===== src/hw/rtl/pic_pkg.sv =====
// Shared constants and control types of the convex polygon containment unit.
// No dependencies.
package pic_pkg;

   localparam int MAX_VERTICES = 16;
   localparam int ADDR_W       = $clog2(MAX_VERTICES);
   localparam int CNT_W        = $clog2(MAX_VERTICES + 1);
   localparam int IDX_W        = 4;
   localparam int CFG_W        = 5;
   localparam int COORD_W      = 16;
   localparam int DIFF_W       = COORD_W + 1;
   localparam int PROD_W       = 2 * DIFF_W;
   localparam int VERTEX_W     = 2 * COORD_W;

   localparam logic OP_WRITE = 1'b0;
   localparam logic OP_QUERY = 1'b1;

   typedef struct packed {
      logic valid;
      logic closes_edge;
      logic first_edge;
      logic last_edge;
   } walk_tag_type;

   typedef struct packed {
      logic              wr_en;
      logic              load_point;
      logic              rd_en;
      logic [ADDR_W-1:0] rd_addr;
      walk_tag_type      tag;
      logic              res_take;
   } cmd_type;

   typedef struct packed {
      logic res_valid;
   } status_type;

endpackage


===== src/hw/rtl/pic_req_if.sv =====
// Request channel: vertex write or point query, valid/ready handshake.
// Depends on pic_pkg.
interface pic_req_if;
   logic                          valid;
   logic                          ready;
   logic                          operation;
   logic [pic_pkg::IDX_W-1:0]     vertex_index;
   logic signed [pic_pkg::COORD_W-1:0] coord_x;
   logic signed [pic_pkg::COORD_W-1:0] coord_z;

   modport source (output valid, operation, vertex_index, coord_x, coord_z, input ready);
   modport sink   (input valid, operation, vertex_index, coord_x, coord_z, output ready);
endinterface


===== src/hw/rtl/pic_rsp_if.sv =====
// Response channel: containment result, valid/ready handshake.
// No dependencies.
interface pic_rsp_if;
   logic valid;
   logic ready;
   logic inside_res;

   modport source (output valid, inside_res, input ready);
   modport sink   (input valid, inside_res, output ready);
endinterface


===== src/hw/rtl/pic_ram.sv =====
// Generic single-write, single-read RAM with registered read data.
// No dependencies.
module pic_ram #(
   parameter int WIDTH = 32,
   parameter int DEPTH = 16
) (
   input  logic                     clock,
   input  logic                     wr_en,
   input  logic [$clog2(DEPTH)-1:0] wr_addr,
   input  logic [WIDTH-1:0]         wr_data,
   input  logic                     rd_en,
   input  logic [$clog2(DEPTH)-1:0] rd_addr,
   output logic [WIDTH-1:0]         rd_data
);

   logic [WIDTH-1:0] mem_ff [DEPTH];
   logic [WIDTH-1:0] rd_data_ff;

   always_ff @(posedge clock) begin
      if (wr_en) begin
         mem_ff[wr_addr] <= wr_data;
      end
      if (rd_en) begin
         rd_data_ff <= mem_ff[rd_addr];
      end
   end

   assign rd_data = rd_data_ff;

endmodule


===== src/hw/rtl/pic_ctrl.sv =====
// Controller: handshakes, vertex count register and the edge walk sequencer.
// Depends on pic_pkg.
module pic_ctrl (
   input  logic                       clock,
   input  logic                       reset,
   input  logic                       req_valid,
   output logic                       req_ready,
   input  logic                       req_operation,
   input  logic [pic_pkg::IDX_W-1:0]  req_vertex_index,
   output logic                       rsp_valid,
   input  logic                       rsp_ready,
   input  logic                       csr_wr_en,
   input  logic [pic_pkg::CFG_W-1:0]  csr_wr_data,
   output pic_pkg::cmd_type           cmd,
   input  pic_pkg::status_type        status
);

   typedef enum logic [1:0] {ST_IDLE, ST_WALK, ST_WAIT} state_type;

   state_type                   state_ff, state_in;
   logic [pic_pkg::CNT_W-1:0]   step_ff, step_in;
   logic [pic_pkg::CFG_W-1:0]   count_ff, count_in;
   logic                        rsp_valid_ff, rsp_valid_in;
   logic [pic_pkg::CNT_W-1:0]   n_eff;
   logic                        req_xfer;
   logic                        at_last;

   // vertex count clamped to [2, MAX_VERTICES]
   always_comb begin
      if (32'(count_ff) > 32'(pic_pkg::MAX_VERTICES)) begin
         n_eff = pic_pkg::CNT_W'(pic_pkg::MAX_VERTICES);
      end else if (count_ff < pic_pkg::CFG_W'(2)) begin
         n_eff = pic_pkg::CNT_W'(2);
      end else begin
         n_eff = pic_pkg::CNT_W'(count_ff);
      end
   end

   assign req_ready = (state_ff == ST_IDLE);
   assign req_xfer  = req_valid && req_ready;
   assign at_last   = (step_ff == n_eff);
   assign rsp_valid = rsp_valid_ff;

   always_comb begin
      cmd.wr_en      = req_xfer && (req_operation == pic_pkg::OP_WRITE)
                       && (32'(req_vertex_index) < 32'(pic_pkg::MAX_VERTICES));
      cmd.load_point = req_xfer && (req_operation == pic_pkg::OP_QUERY);
      cmd.rd_en      = (state_ff == ST_WALK);
      cmd.rd_addr    = at_last ? '0 : step_ff[pic_pkg::ADDR_W-1:0];
      cmd.tag.valid       = (state_ff == ST_WALK);
      cmd.tag.closes_edge = (step_ff != '0);
      cmd.tag.first_edge  = (step_ff == pic_pkg::CNT_W'(1));
      cmd.tag.last_edge   = at_last;
      cmd.res_take   = (state_ff == ST_WAIT) && status.res_valid
                       && (!rsp_valid_ff || rsp_ready);
   end

   always_comb begin
      state_in     = state_ff;
      step_in      = step_ff;
      count_in     = csr_wr_en ? csr_wr_data : count_ff;
      rsp_valid_in = rsp_valid_ff && !rsp_ready;
      case (state_ff)
         ST_IDLE: begin
            if (cmd.load_point) begin
               step_in  = '0;
               state_in = ST_WALK;
            end
         end
         ST_WALK: begin
            step_in = step_ff + pic_pkg::CNT_W'(1);
            if (at_last) begin
               state_in = ST_WAIT;
            end
         end
         ST_WAIT: begin
            if (cmd.res_take) begin
               rsp_valid_in = 1'b1;
               state_in     = ST_IDLE;
            end
         end
         default: begin
            state_in = ST_IDLE;
         end
      endcase
   end

   always_ff @(posedge clock) begin
      if (reset) begin
         state_ff     <= ST_IDLE;
         step_ff      <= '0;
         count_ff     <= pic_pkg::CFG_W'(4);
         rsp_valid_ff <= 1'b0;
      end else begin
         state_ff     <= state_in;
         step_ff      <= step_in;
         count_ff     <= count_in;
         rsp_valid_ff <= rsp_valid_in;
      end
   end

endmodule


===== src/hw/rtl/pic_datapath.sv =====
// Datapath: vertex store, edge difference/product/sign pipeline, result registers.
// Depends on pic_pkg and pic_ram.
module pic_datapath (
   input  logic                              clock,
   input  logic                              reset,
   input  pic_pkg::cmd_type                  cmd,
   output pic_pkg::status_type               status,
   input  logic [pic_pkg::IDX_W-1:0]         req_vertex_index,
   input  logic signed [pic_pkg::COORD_W-1:0] req_coord_x,
   input  logic signed [pic_pkg::COORD_W-1:0] req_coord_z,
   output logic                              rsp_inside_res
);

   logic [pic_pkg::VERTEX_W-1:0]              rd_data;
   logic signed [pic_pkg::COORD_W-1:0]        px_ff, pz_ff;
   logic signed [pic_pkg::COORD_W-1:0]        vx, vz;
   logic signed [pic_pkg::DIFF_W-1:0]         dx_in, dz_in;
   logic signed [pic_pkg::DIFF_W-1:0]         cur_dx_ff, cur_dz_ff, prev_dx_ff, prev_dz_ff;
   logic signed [pic_pkg::PROD_W-1:0]         prod_a_ff, prod_b_ff;
   pic_pkg::walk_tag_type                     tag1_ff, tag2_ff, tag3_ff;
   logic                                      sign;
   logic                                      first_sign_ff;
   logic                                      mismatch_ff;
   logic                                      res_valid_ff;
   logic                                      result_ff;
   logic                                      inside_ff;
   logic                                      edge_bad;

   pic_ram #(
      .WIDTH (pic_pkg::VERTEX_W),
      .DEPTH (pic_pkg::MAX_VERTICES)
   ) u_store (
      .clock   (clock),
      .wr_en   (cmd.wr_en),
      .wr_addr (pic_pkg::ADDR_W'(req_vertex_index)),
      .wr_data ({req_coord_x, req_coord_z}),
      .rd_en   (cmd.rd_en),
      .rd_addr (cmd.rd_addr),
      .rd_data (rd_data)
   );

   assign vx    = rd_data[pic_pkg::VERTEX_W-1:pic_pkg::COORD_W];
   assign vz    = rd_data[pic_pkg::COORD_W-1:0];
   assign dx_in = {vx[pic_pkg::COORD_W-1], vx} - {px_ff[pic_pkg::COORD_W-1], px_ff};
   assign dz_in = {vz[pic_pkg::COORD_W-1], vz} - {pz_ff[pic_pkg::COORD_W-1], pz_ff};

   // +1 edge when nz*cx < cz*nx (c = previous vertex, n = current)
   assign sign     = (prod_a_ff < prod_b_ff);
   assign edge_bad = (sign != first_sign_ff);

   always_ff @(posedge clock) begin
      if (cmd.load_point) begin
         px_ff <= req_coord_x;
         pz_ff <= req_coord_z;
      end
      if (tag1_ff.valid) begin
         cur_dx_ff  <= dx_in;
         cur_dz_ff  <= dz_in;
         prev_dx_ff <= cur_dx_ff;
         prev_dz_ff <= cur_dz_ff;
      end
      if (tag2_ff.valid) begin
         prod_a_ff <= cur_dz_ff * prev_dx_ff;
         prod_b_ff <= prev_dz_ff * cur_dx_ff;
      end
      if (tag3_ff.valid && tag3_ff.closes_edge) begin
         if (tag3_ff.first_edge) begin
            first_sign_ff <= sign;
         end
         if (tag3_ff.last_edge) begin
            result_ff <= !(mismatch_ff || edge_bad);
         end
      end
      if (cmd.res_take) begin
         inside_ff <= result_ff;
      end
   end

   always_ff @(posedge clock) begin
      if (reset) begin
         tag1_ff      <= '0;
         tag2_ff      <= '0;
         tag3_ff      <= '0;
         mismatch_ff  <= 1'b0;
         res_valid_ff <= 1'b0;
      end else begin
         tag1_ff <= cmd.tag;
         tag2_ff <= tag1_ff;
         tag3_ff <= tag2_ff;
         if (tag3_ff.valid && tag3_ff.closes_edge) begin
            if (tag3_ff.first_edge) begin
               mismatch_ff <= 1'b0;
            end else begin
               mismatch_ff <= mismatch_ff || edge_bad;
            end
         end
         if (tag3_ff.valid && tag3_ff.last_edge) begin
            res_valid_ff <= 1'b1;
         end else if (cmd.res_take) begin
            res_valid_ff <= 1'b0;
         end
      end
   end

   assign status.res_valid = res_valid_ff;
   assign rsp_inside_res   = inside_ff;

endmodule


===== src/hw/rtl/point_in_convex_polygon_unit.sv =====
// Top level of the convex polygon containment unit.
// Depends on pic_pkg, pic_req_if, pic_rsp_if, pic_ctrl, pic_datapath.
//
//  channel  dir  handshake          payload
//  req_ch   in   valid/ready        operation, vertex_index, coord_x, coord_z
//  rsp_ch   out  valid/ready        inside_res
//  csr      in   csr_wr_en          csr_wr_data (vertex_count)
//
// After its accept a query walks n+1 store reads, n = vertex_count clamped to 2..16,
// then passes the difference, product and sign pipeline registers and the response
// register.
// Reset is synchronous; vertex_count resets to 4, the store is not cleared.
// A query result waits in the response register; the next request is taken
// meanwhile, and a query stalls at its end until the response register frees.
module point_in_convex_polygon_unit (
   input  logic                      clock,
   input  logic                      reset,
   pic_req_if.sink                   req_ch,
   pic_rsp_if.source                 rsp_ch,
   input  logic                      csr_wr_en,
   input  logic [pic_pkg::CFG_W-1:0] csr_wr_data
);

   pic_pkg::cmd_type    cmd;
   pic_pkg::status_type status;

   pic_ctrl u_ctrl (
      .clock            (clock),
      .reset            (reset),
      .req_valid        (req_ch.valid),
      .req_ready        (req_ch.ready),
      .req_operation    (req_ch.operation),
      .req_vertex_index (req_ch.vertex_index),
      .rsp_valid        (rsp_ch.valid),
      .rsp_ready        (rsp_ch.ready),
      .csr_wr_en        (csr_wr_en),
      .csr_wr_data      (csr_wr_data),
      .cmd              (cmd),
      .status           (status)
   );

   pic_datapath u_datapath (
      .clock            (clock),
      .reset            (reset),
      .cmd              (cmd),
      .status           (status),
      .req_vertex_index (req_ch.vertex_index),
      .req_coord_x      (req_ch.coord_x),
      .req_coord_z      (req_ch.coord_z),
      .rsp_inside_res   (rsp_ch.inside_res)
   );

endmodule


===== src/flat_wrapper.sv =====
// flat-port wrapper written by rule: the top's interface ports become plain ports
module point_in_convex_polygon_unit_flat 
  (clock, reset, csr_wr_en, csr_wr_data, req_ch_valid, req_ch_operation, req_ch_vertex_index, req_ch_coord_x, req_ch_coord_z, req_ch_ready, rsp_ch_valid, rsp_ch_inside_res, rsp_ch_ready);
  pic_req_if req_ch_i ();
  pic_rsp_if rsp_ch_i ();
  input  logic clock;
  input  logic reset;
  input  logic csr_wr_en;
  input  logic [pic_pkg::CFG_W-1:0] csr_wr_data;
  input wire logic [$bits(req_ch_i.valid)-1:0] req_ch_valid;
  input wire logic [$bits(req_ch_i.operation)-1:0] req_ch_operation;
  input wire logic [$bits(req_ch_i.vertex_index)-1:0] req_ch_vertex_index;
  input wire logic [$bits(req_ch_i.coord_x)-1:0] req_ch_coord_x;
  input wire logic [$bits(req_ch_i.coord_z)-1:0] req_ch_coord_z;
  output wire logic [$bits(req_ch_i.ready)-1:0] req_ch_ready;
  output wire logic [$bits(rsp_ch_i.valid)-1:0] rsp_ch_valid;
  output wire logic [$bits(rsp_ch_i.inside_res)-1:0] rsp_ch_inside_res;
  input wire logic [$bits(rsp_ch_i.ready)-1:0] rsp_ch_ready;
  assign req_ch_i.valid = req_ch_valid;
  assign req_ch_i.operation = req_ch_operation;
  assign req_ch_i.vertex_index = req_ch_vertex_index;
  assign req_ch_i.coord_x = req_ch_coord_x;
  assign req_ch_i.coord_z = req_ch_coord_z;
  assign req_ch_ready = req_ch_i.ready;
  assign rsp_ch_valid = rsp_ch_i.valid;
  assign rsp_ch_inside_res = rsp_ch_i.inside_res;
  assign rsp_ch_i.ready = rsp_ch_ready;
  point_in_convex_polygon_unit u_core (.clock(clock), .reset(reset), .req_ch(req_ch_i), .rsp_ch(rsp_ch_i), .csr_wr_en(csr_wr_en), .csr_wr_data(csr_wr_data));
endmodule

===== config.mk =====
export PLATFORM = sky130hd
export DESIGN_NAME = point_in_convex_polygon_unit_flat
export DESIGN_NICKNAME = d
export VERILOG_FILES = /design/src/hw/rtl/pic_pkg.sv /design/src/hw/rtl/pic_req_if.sv /design/src/hw/rtl/pic_rsp_if.sv /design/src/hw/rtl/pic_ram.sv /design/src/hw/rtl/pic_ctrl.sv /design/src/hw/rtl/pic_datapath.sv /design/src/hw/rtl/point_in_convex_polygon_unit.sv /design/src/flat_wrapper.sv
export SDC_FILE = /design/constraint.sdc
export NUM_CORES = 2
export LEC_CHECK = 0
export ABC_AREA = 1
export ABC_CLOCK_PERIOD_IN_PS = 8400
export BUFFER_PORTS_ARGS = -buffer_cell sky130_fd_sc_hd__buf_2
export CAP_MARGIN = 30
export CORE_ASPECT_RATIO = 2
export CORE_MARGIN = 2
export CORE_UTILIZATION = 40
export DETAILED_ROUTE_END_ITERATION = 10
export SETUP_SLACK_MARGIN = 0.5
export SLEW_MARGIN = 40
export SYNTH_ARGS = -nofsm -noshare
export SYNTH_HDL_FRONTEND = slang
export SYNTH_SLANG_ARGS = --single-unit

===== constraint.sdc =====
create_clock -name clock -period 8.4 [get_ports clock]
set_clock_uncertainty 0.15 [all_clocks]
set_input_delay 1.26 -clock clock [delete_from_list [all_inputs] [get_ports clock]]
set_output_delay 1.26 -clock clock [all_outputs]
set_load 0.005 [all_outputs]

After elaboration in Yosys (flattened, before gate mapping)
Memories as Yosys holds them, arrays and structs flattened. A register that Yosys moved wholly into a read port is not among the register bits.
Index checks and enable logic that the tools add are counted.
{ "classes": {"eq_ne": 8, "reduce_logical": 21, "bitwise": 1, "add_sub_neg": 3, "shifts": 0, "n_lt_le_gt_ge": 3, "mux": 16, "n_div": 0, "n_mul": 2} }
{ "ops": {"columns": ["operator", "n"], "rows": [
  ["$mul 17x17->34", 2],
  ["$lt 34x34->1", 1],
  ["$sub 16x16->17", 2],
  ["$mux 5", 3],
  ["$pmux 5 s2", 1],
  ["$logic_and 1x1->1", 8],
  ["$mux 1", 7],
  ["$mux 2", 3],
  ["$ne 2x1->1 const B", 3],
  ["$pmux 2 s3", 1],
  ["$reduce_and 2->1", 3],
  ["$add 5x1->5 const B", 1],
  ["$eq 5x1->1 const B", 1],
  ["$eq 5x5->1", 1],
  ["$gt 5x5->1 const B", 1],
  ["$lt 5x2->1 const B", 1],
  ["$reduce_bool 5->1", 1],
  ["$mux 4", 1],
  ["$reduce_bool 2->1", 2],
  ["$logic_not 1->1", 3],
  ["$reduce_and 3->1", 1],
  ["$eq 2x1->1 const B", 1],
  ["$eq 2x2->1 const B", 1],
  ["$logic_not 2->1", 1],
  ["other kinds (3)", 4]
]} }
{ "totals": {"ff_bits": 198, "mem_bits_ro": 0, "mem_count": 1, "output_inout_bits": 3, "ram_bits": 512, "input_bits": 47, "latch_bits": 0} }
{ "memory_table": {"columns": ["memory", "words", "width", "read_ports", "rd_clocked_by_memory_dff", "wr", "line", "rtl"], "rows": [
  ["u_core.u_datapath.u_store.mem_ff", 16, 32, 1, 1, 1, "pic_ram.sv:16", "logic [WIDTH-1:0] mem_ff [DEPTH];"]
]} }

Longest topological paths before layout
{ "logic_depth": {"ltp_word": 6, "mapped_depth": 30, "mapped_depth_nobuf": 28} }

Cells and area by module
A second synthesis with hierarchy kept.
{ "hier_totals": {"cells_unflattened": 5664, "hier_area_um2": 54305.8} }
{ "by_module_without_submodules": {"columns": ["mod", "instances", "seq_area_each_um2", "area_per_inst_um2", "cells_each"], "rows": [
  ["pic_datapath", 1, 5415.2, 30485.5, 3426],
  ["pic_ram", 1, 16335.7, 23050.9, 2120],
  ["pic_ctrl", 1, 260.2, 769.5, 118]
]} }

Worst setup path before layout
No wires, ideal clock.
{ "synth_path": {"path_kind": "flip-flop to flip-flop", "start": "register u_core.u_datapath.prev_dz_ff[16] (netlist bit)", "end": "register u_core.u_datapath.prod_b_ff[33] (netlist bit), data pin", "arrival_ps": 5645, "setup_time_ps": 256, "path_stages_with_launch": 26, "setup_slack_ps": 2348, "t_required_ps": 7994, "path_cell_list": "edfxtp_1 clkbuf_1 clkbuf_1 nand2_1 inv_1 fa_1 fa_1 fa_1 fa_1 fa_1 inv_1 fa_1 inv_1 ha_1 nand2_1 nor2_1 inv_1 nor2_1 inv_1 nor2_1 nand2_1 o211ai_1 and2_1 nor2_1 nand2_1 nand2_1"} }
{ "synth_between": {"elab_chain_cells": 1} }
{ "synth_rtl": {"columns": ["item", "line", "rtl"], "rows": [
  ["from (decl)", "pic_datapath.sv:18", "logic signed [pic_pkg::DIFF_W-1:0] cur_dx_ff, cur_dz_ff, prev_dx_ff, prev_dz_ff;"],
  ["from (signal assigned)", "pic_datapath.sv:60", "prev_dz_ff <= cur_dz_ff;"],
  ["$mul 17x17->34", "pic_datapath.sv:64", "prod_b_ff <= prev_dz_ff * cur_dx_ff;"],
  ["to (signal assigned)", "pic_datapath.sv:64", null],
  ["to (decl)", "pic_datapath.sv:19", "logic signed [pic_pkg::PROD_W-1:0] prod_a_ff, prod_b_ff;"]
]} }
No other way between the ends.
A chain may end at the register's enable or synchronous reset.

Worst setup path in the final report
{ "layout_path": {"start": "register u_core.u_datapath.prev_dz_ff[11] (netlist bit)", "end": "register u_core.u_datapath.prod_b_ff[28] (netlist bit), data pin"} }
Same word-level chain as after synthesis.

==> impl_metrics.json <==
{
  "status": "completed",
  "syn_to_final_growth_pct": 8.80,
  "place_congestion": 0.937,
  "critical_path_class": "register to register",
  "fmax_mhz": 142,
  "post-dp-hpwl_um": 107000,
  "cp_max_fo": 12,
  "sequentialPowerShare_pct": 23.2,
  "clock_latency_ns": 0.67,
  "hold_path.class": "register to register",
  "nets": 6372,
  "worst_slew_pin_slew_ns": 0.928,
  "clkTransAtPathRegs_ns": 0.07,
  "period_needed_ns": 7.04,
  "synth_top_flop_cell": "edfxtp_1",
  "irDropWorstVdd_mv": 0.416,
  "relSlewSlack_pct": 38.1,
  "core_mm2": 0.135,
  "hold_viol": 0,
  "synth_edf_count": 715,
  "grt_pass1_vias": 39100,
  "globalRouteOverflowTotal": 0,
  "ys_warn_count": 0,
  "cap_viol_max_count": 0,
  "synth_seq_cells": 742,
  "clock_power_share_pct": 15.6,
  "avgSynthCellArea_um2": 9.81,
  "finalSetupTns_ns": 0,
  "io_buffers": 49,
  "swShare_pct": 47.1,
  "pin_count": 50,
  "synthDistinctLibCells": 44,
  "vias": 36900,
  "async_flop_share_pct": 0,
  "drtAntennaViolNets": 0,
  "dieArea_mm2": 0.139,
  "num_rows": 191,
  "hold_buffers": 0,
  "p_leak_nw": 28.1,
  "power_density_mw_per_mm2": 359,
  "grt_first_pass_wirelength_um": 224000,
  "multi_input_area_mm2": 0.0263,
  "drt_iter0_markers": 2306,
  "clock_path_buffers": 3,
  "die_h_um": 525,
  "grt_usage_pct": 21.4,
  "cts_setup_buffers": 0,
  "antenna_found_initial": 11,
  "synth_cells": 5542,
  "utilization_pct": 43.7,
  "synth_area_mm2": 0.0544,
  "slew_violations": 0,
  "cts_root_buf": "clkbuf_16",
  "synth_nets": 6421,
  "start_kind": "register",
  "rsz0062_at_grt": "false",
  "finalSetupViolCount": 0,
  "drc": 0,
  "synth-seq-area-share_pct": 40.5,
  "numCtsBuffers": 72,
  "dr.pass1.iters": 7,
  "reg2regPathDepth": 22,
  "post_cts_resized": 0,
  "intPower_mw": 11.2,
  "min_path_cells": 2,
  "p_switching_mw": 9.99,
  "crit_required_ns": 8.67,
  "grt_start_max_net_pins": 194,
  "fin_crit_sh_pct": 83.8,
  "htreeDepth": 3,
  "cts_tree": "built",
  "die_w_um": 265,
  "wl_per_cell_um": 20.1,
  "clock-sinks": 742,
  "end_kind": "register",
  "arrival_ns": 7.31,
  "drive_gt1_share_pct": 6.94,
  "p_comb_share_pct": 61.3,
  "seqCellArea_mm2": 0.0220,
  "num-fill-cells": 12900,
  "avgViaCountPerCell": 5.06,
  "routed_wl_um": 147000,
  "start_util_pct": 40.2
}
==> synthesized netlist by cell type (all sizes together), types with 2 or more instances <==
master,instances,area (µm²)
a211oi,2,15.0
a21boi,5,37.5
a21o,10,75.1
a21oi,118,591
a31oi,11,68.8
buf,81,429
clkbuf,186,698
dfxtp,27,541
edfxtp,715,21500
fa,594,11900
ha,238,2980
inv,1359,5100
nand2,978,3680
nand3,593,2980
nand3b,67,503
nand4,12,75.1
nor2,200,753
nor3,9,45.0
nor4,4,25.0
o2111ai,32,280
o211ai,3,22.5
o21a,4,30.0
o21ai,58,290
o21bai,13,97.6
o221a,2,22.5
o31ai,4,30.0
or2,106,663
xnor2,40,350
xor2,63,552
==> area by class of cell <==
| type | count | share of cell area (%) |
|---|---|---|
| sequential | 742 | 37.2 |
| tap | 1737 | 3.68 |
| clock inverter | 39 | 0.762 |
| antenna | 4 | 0.0169 |
| clock buffer | 91 | 3.28 |
| timing repair buffer | 144 | 1.98 |
| inverter | 1360 | 8.64 |
| multi-input combinational | 3173 | 44.4 |
==> worst paths after layout <==
check,startpoint,end,slack [ns]
setup / recovery,u_core.u_datapath.prev_dz_ff[11],u_core.u_datapath.prod_b_ff[28],1.36
hold reg to reg,u_core.u_datapath.tag1_ff[0],u_core.u_datapath.tag2_ff[0],0.26
hold / removal,u_core.u_datapath.tag1_ff[0],u_core.u_datapath.tag2_ff[0],0.26
setup reg to reg,u_core.u_datapath.prev_dz_ff[11],u_core.u_datapath.prod_b_ff[28],1.36
==> power groups by stage <==
stage | Sequential, mW | Combinational (mW) | Clock [mW]
after floorplan | 4.93 | 8.92 | 0
after global placement | 5.03 | 13.1 | 0
after detailed placement | 5.01 | 13.1 | 0
after CTS | 4.93 | 13.2 | 3.38
after global routing | 4.92 | 14.6 | 3.51
final | 4.92 | 13.0 | 3.30
==> stage by stage <==
step | cells | hold WS (ns) | cell area [µm²] | setup WS [ns] | power [mW]
3_5_place_dp | 7150 | 0.251 | 56600 | 1.32 | 18.1
5_1_grt | 7288 | 0.276 | 59100 | 1.14 | 23.0
6_report | 7290 | 0.256 | 59100 | 1.36 | 21.2
4_1_cts | 7280 | 0.262 | 59000 | 1.31 | 21.5
2_1_floorplan | 5542 | 0.238 | 54400 | 2.35 | 13.9
3_3_place_gp | 7121 | 0.243 | 56300 | 1.16 | 18.1
==> logic make-up (layout without fill, tap and decap cells) <==
family,count (synthesis),after routing,share of synthesized area (%)
AND/OR/NAND/NOR,1971,1971,16.1
AO/OA/AOI/OAI,267,267,2.95
adder cells (fa/ha/maj),832,832,27.4
other,0,4,0
buffers and inverters,1627,1634,11.5
XOR/XNOR,103,103,1.66
flip-flops,742,742,40.5
==> state kept, by name (all words and copies together), names as in the netlist, 2 cells and up <==
signal / flops
u_core.u_datapath.u_store.rd_data: 32
u_core.u_datapath.u_store.mem_ff: 512
u_core.u_datapath.cur_dx_ff: 17
u_core.u_datapath.prod_a_ff: 34
u_core.u_datapath.cur_dz_ff: 17
u_core.u_datapath.prod_b_ff: 34
u_core.u_datapath.pz_ff: 16
u_core.u_datapath.px_ff: 16
u_core.u_ctrl.step_ff: 5
u_core.u_ctrl.state_ff: 2
u_core.u_ctrl.count_ff: 5
u_core.u_datapath.prev_dx_ff: 17
u_core.u_datapath.tag3_ff: 4
u_core.u_datapath.tag2_ff: 4
u_core.u_datapath.tag1_ff: 4
u_core.u_datapath.prev_dz_ff: 17
==> placed cells by master (no fill, tap or decap), drive strengths merged, types with 27 or more instances in the layout <==
cell type	netlist	final
edfxtp	715	715
xor2	63	63
nor2	200	200
fa	594	594
or2	106	106
nand2	978	978
inv	1359	1366
o2111ai	32	32
nand3b	67	67
xnor2	40	40
a21oi	118	118
ha	238	238
clkbuf	186	91
nand3	593	593
buf	81	144
o21ai	58	58
dfxtp	27	27
==> metal layers <==
| layer | up-vias | GRT usage (%) | part of all wire [%] |
|---|---|---|---|
| met5 | - | 0 | 0.057 |
| met4 | 12 | 13.0 | 6.4 |
| met3 | 444 | 2.53 | 3.7 |
| met2 | 1003 | 42.3 | 57 |
| met1 | 18400 | 20.6 | 33 |
| li1 | 17000 | - | - |
==> worst max-delay path, stage by stage, from the launching register on <==
cell and delay [ns]:
edfxtp_1 0.86, buf_4 0.29, nand2_1 0.08, fa_1 0.49
fa_1 0.51, fa_1 0.52, inv_1 0.06, fa_1 0.48
fa_1 0.50, inv_1 0.05, fa_1 0.47, inv_1 0.04
ha_1 0.35, nand2_1 0.12, inv_1 0.12, nand3_1 0.12
nor3_1 0.65, nand4_1 0.27, nand3_1 0.26, a21o_1 0.18
nand2_1 0.07, nand4_1 0.07, nand2_1 0.06
Power figures use the tool's default switching activity.
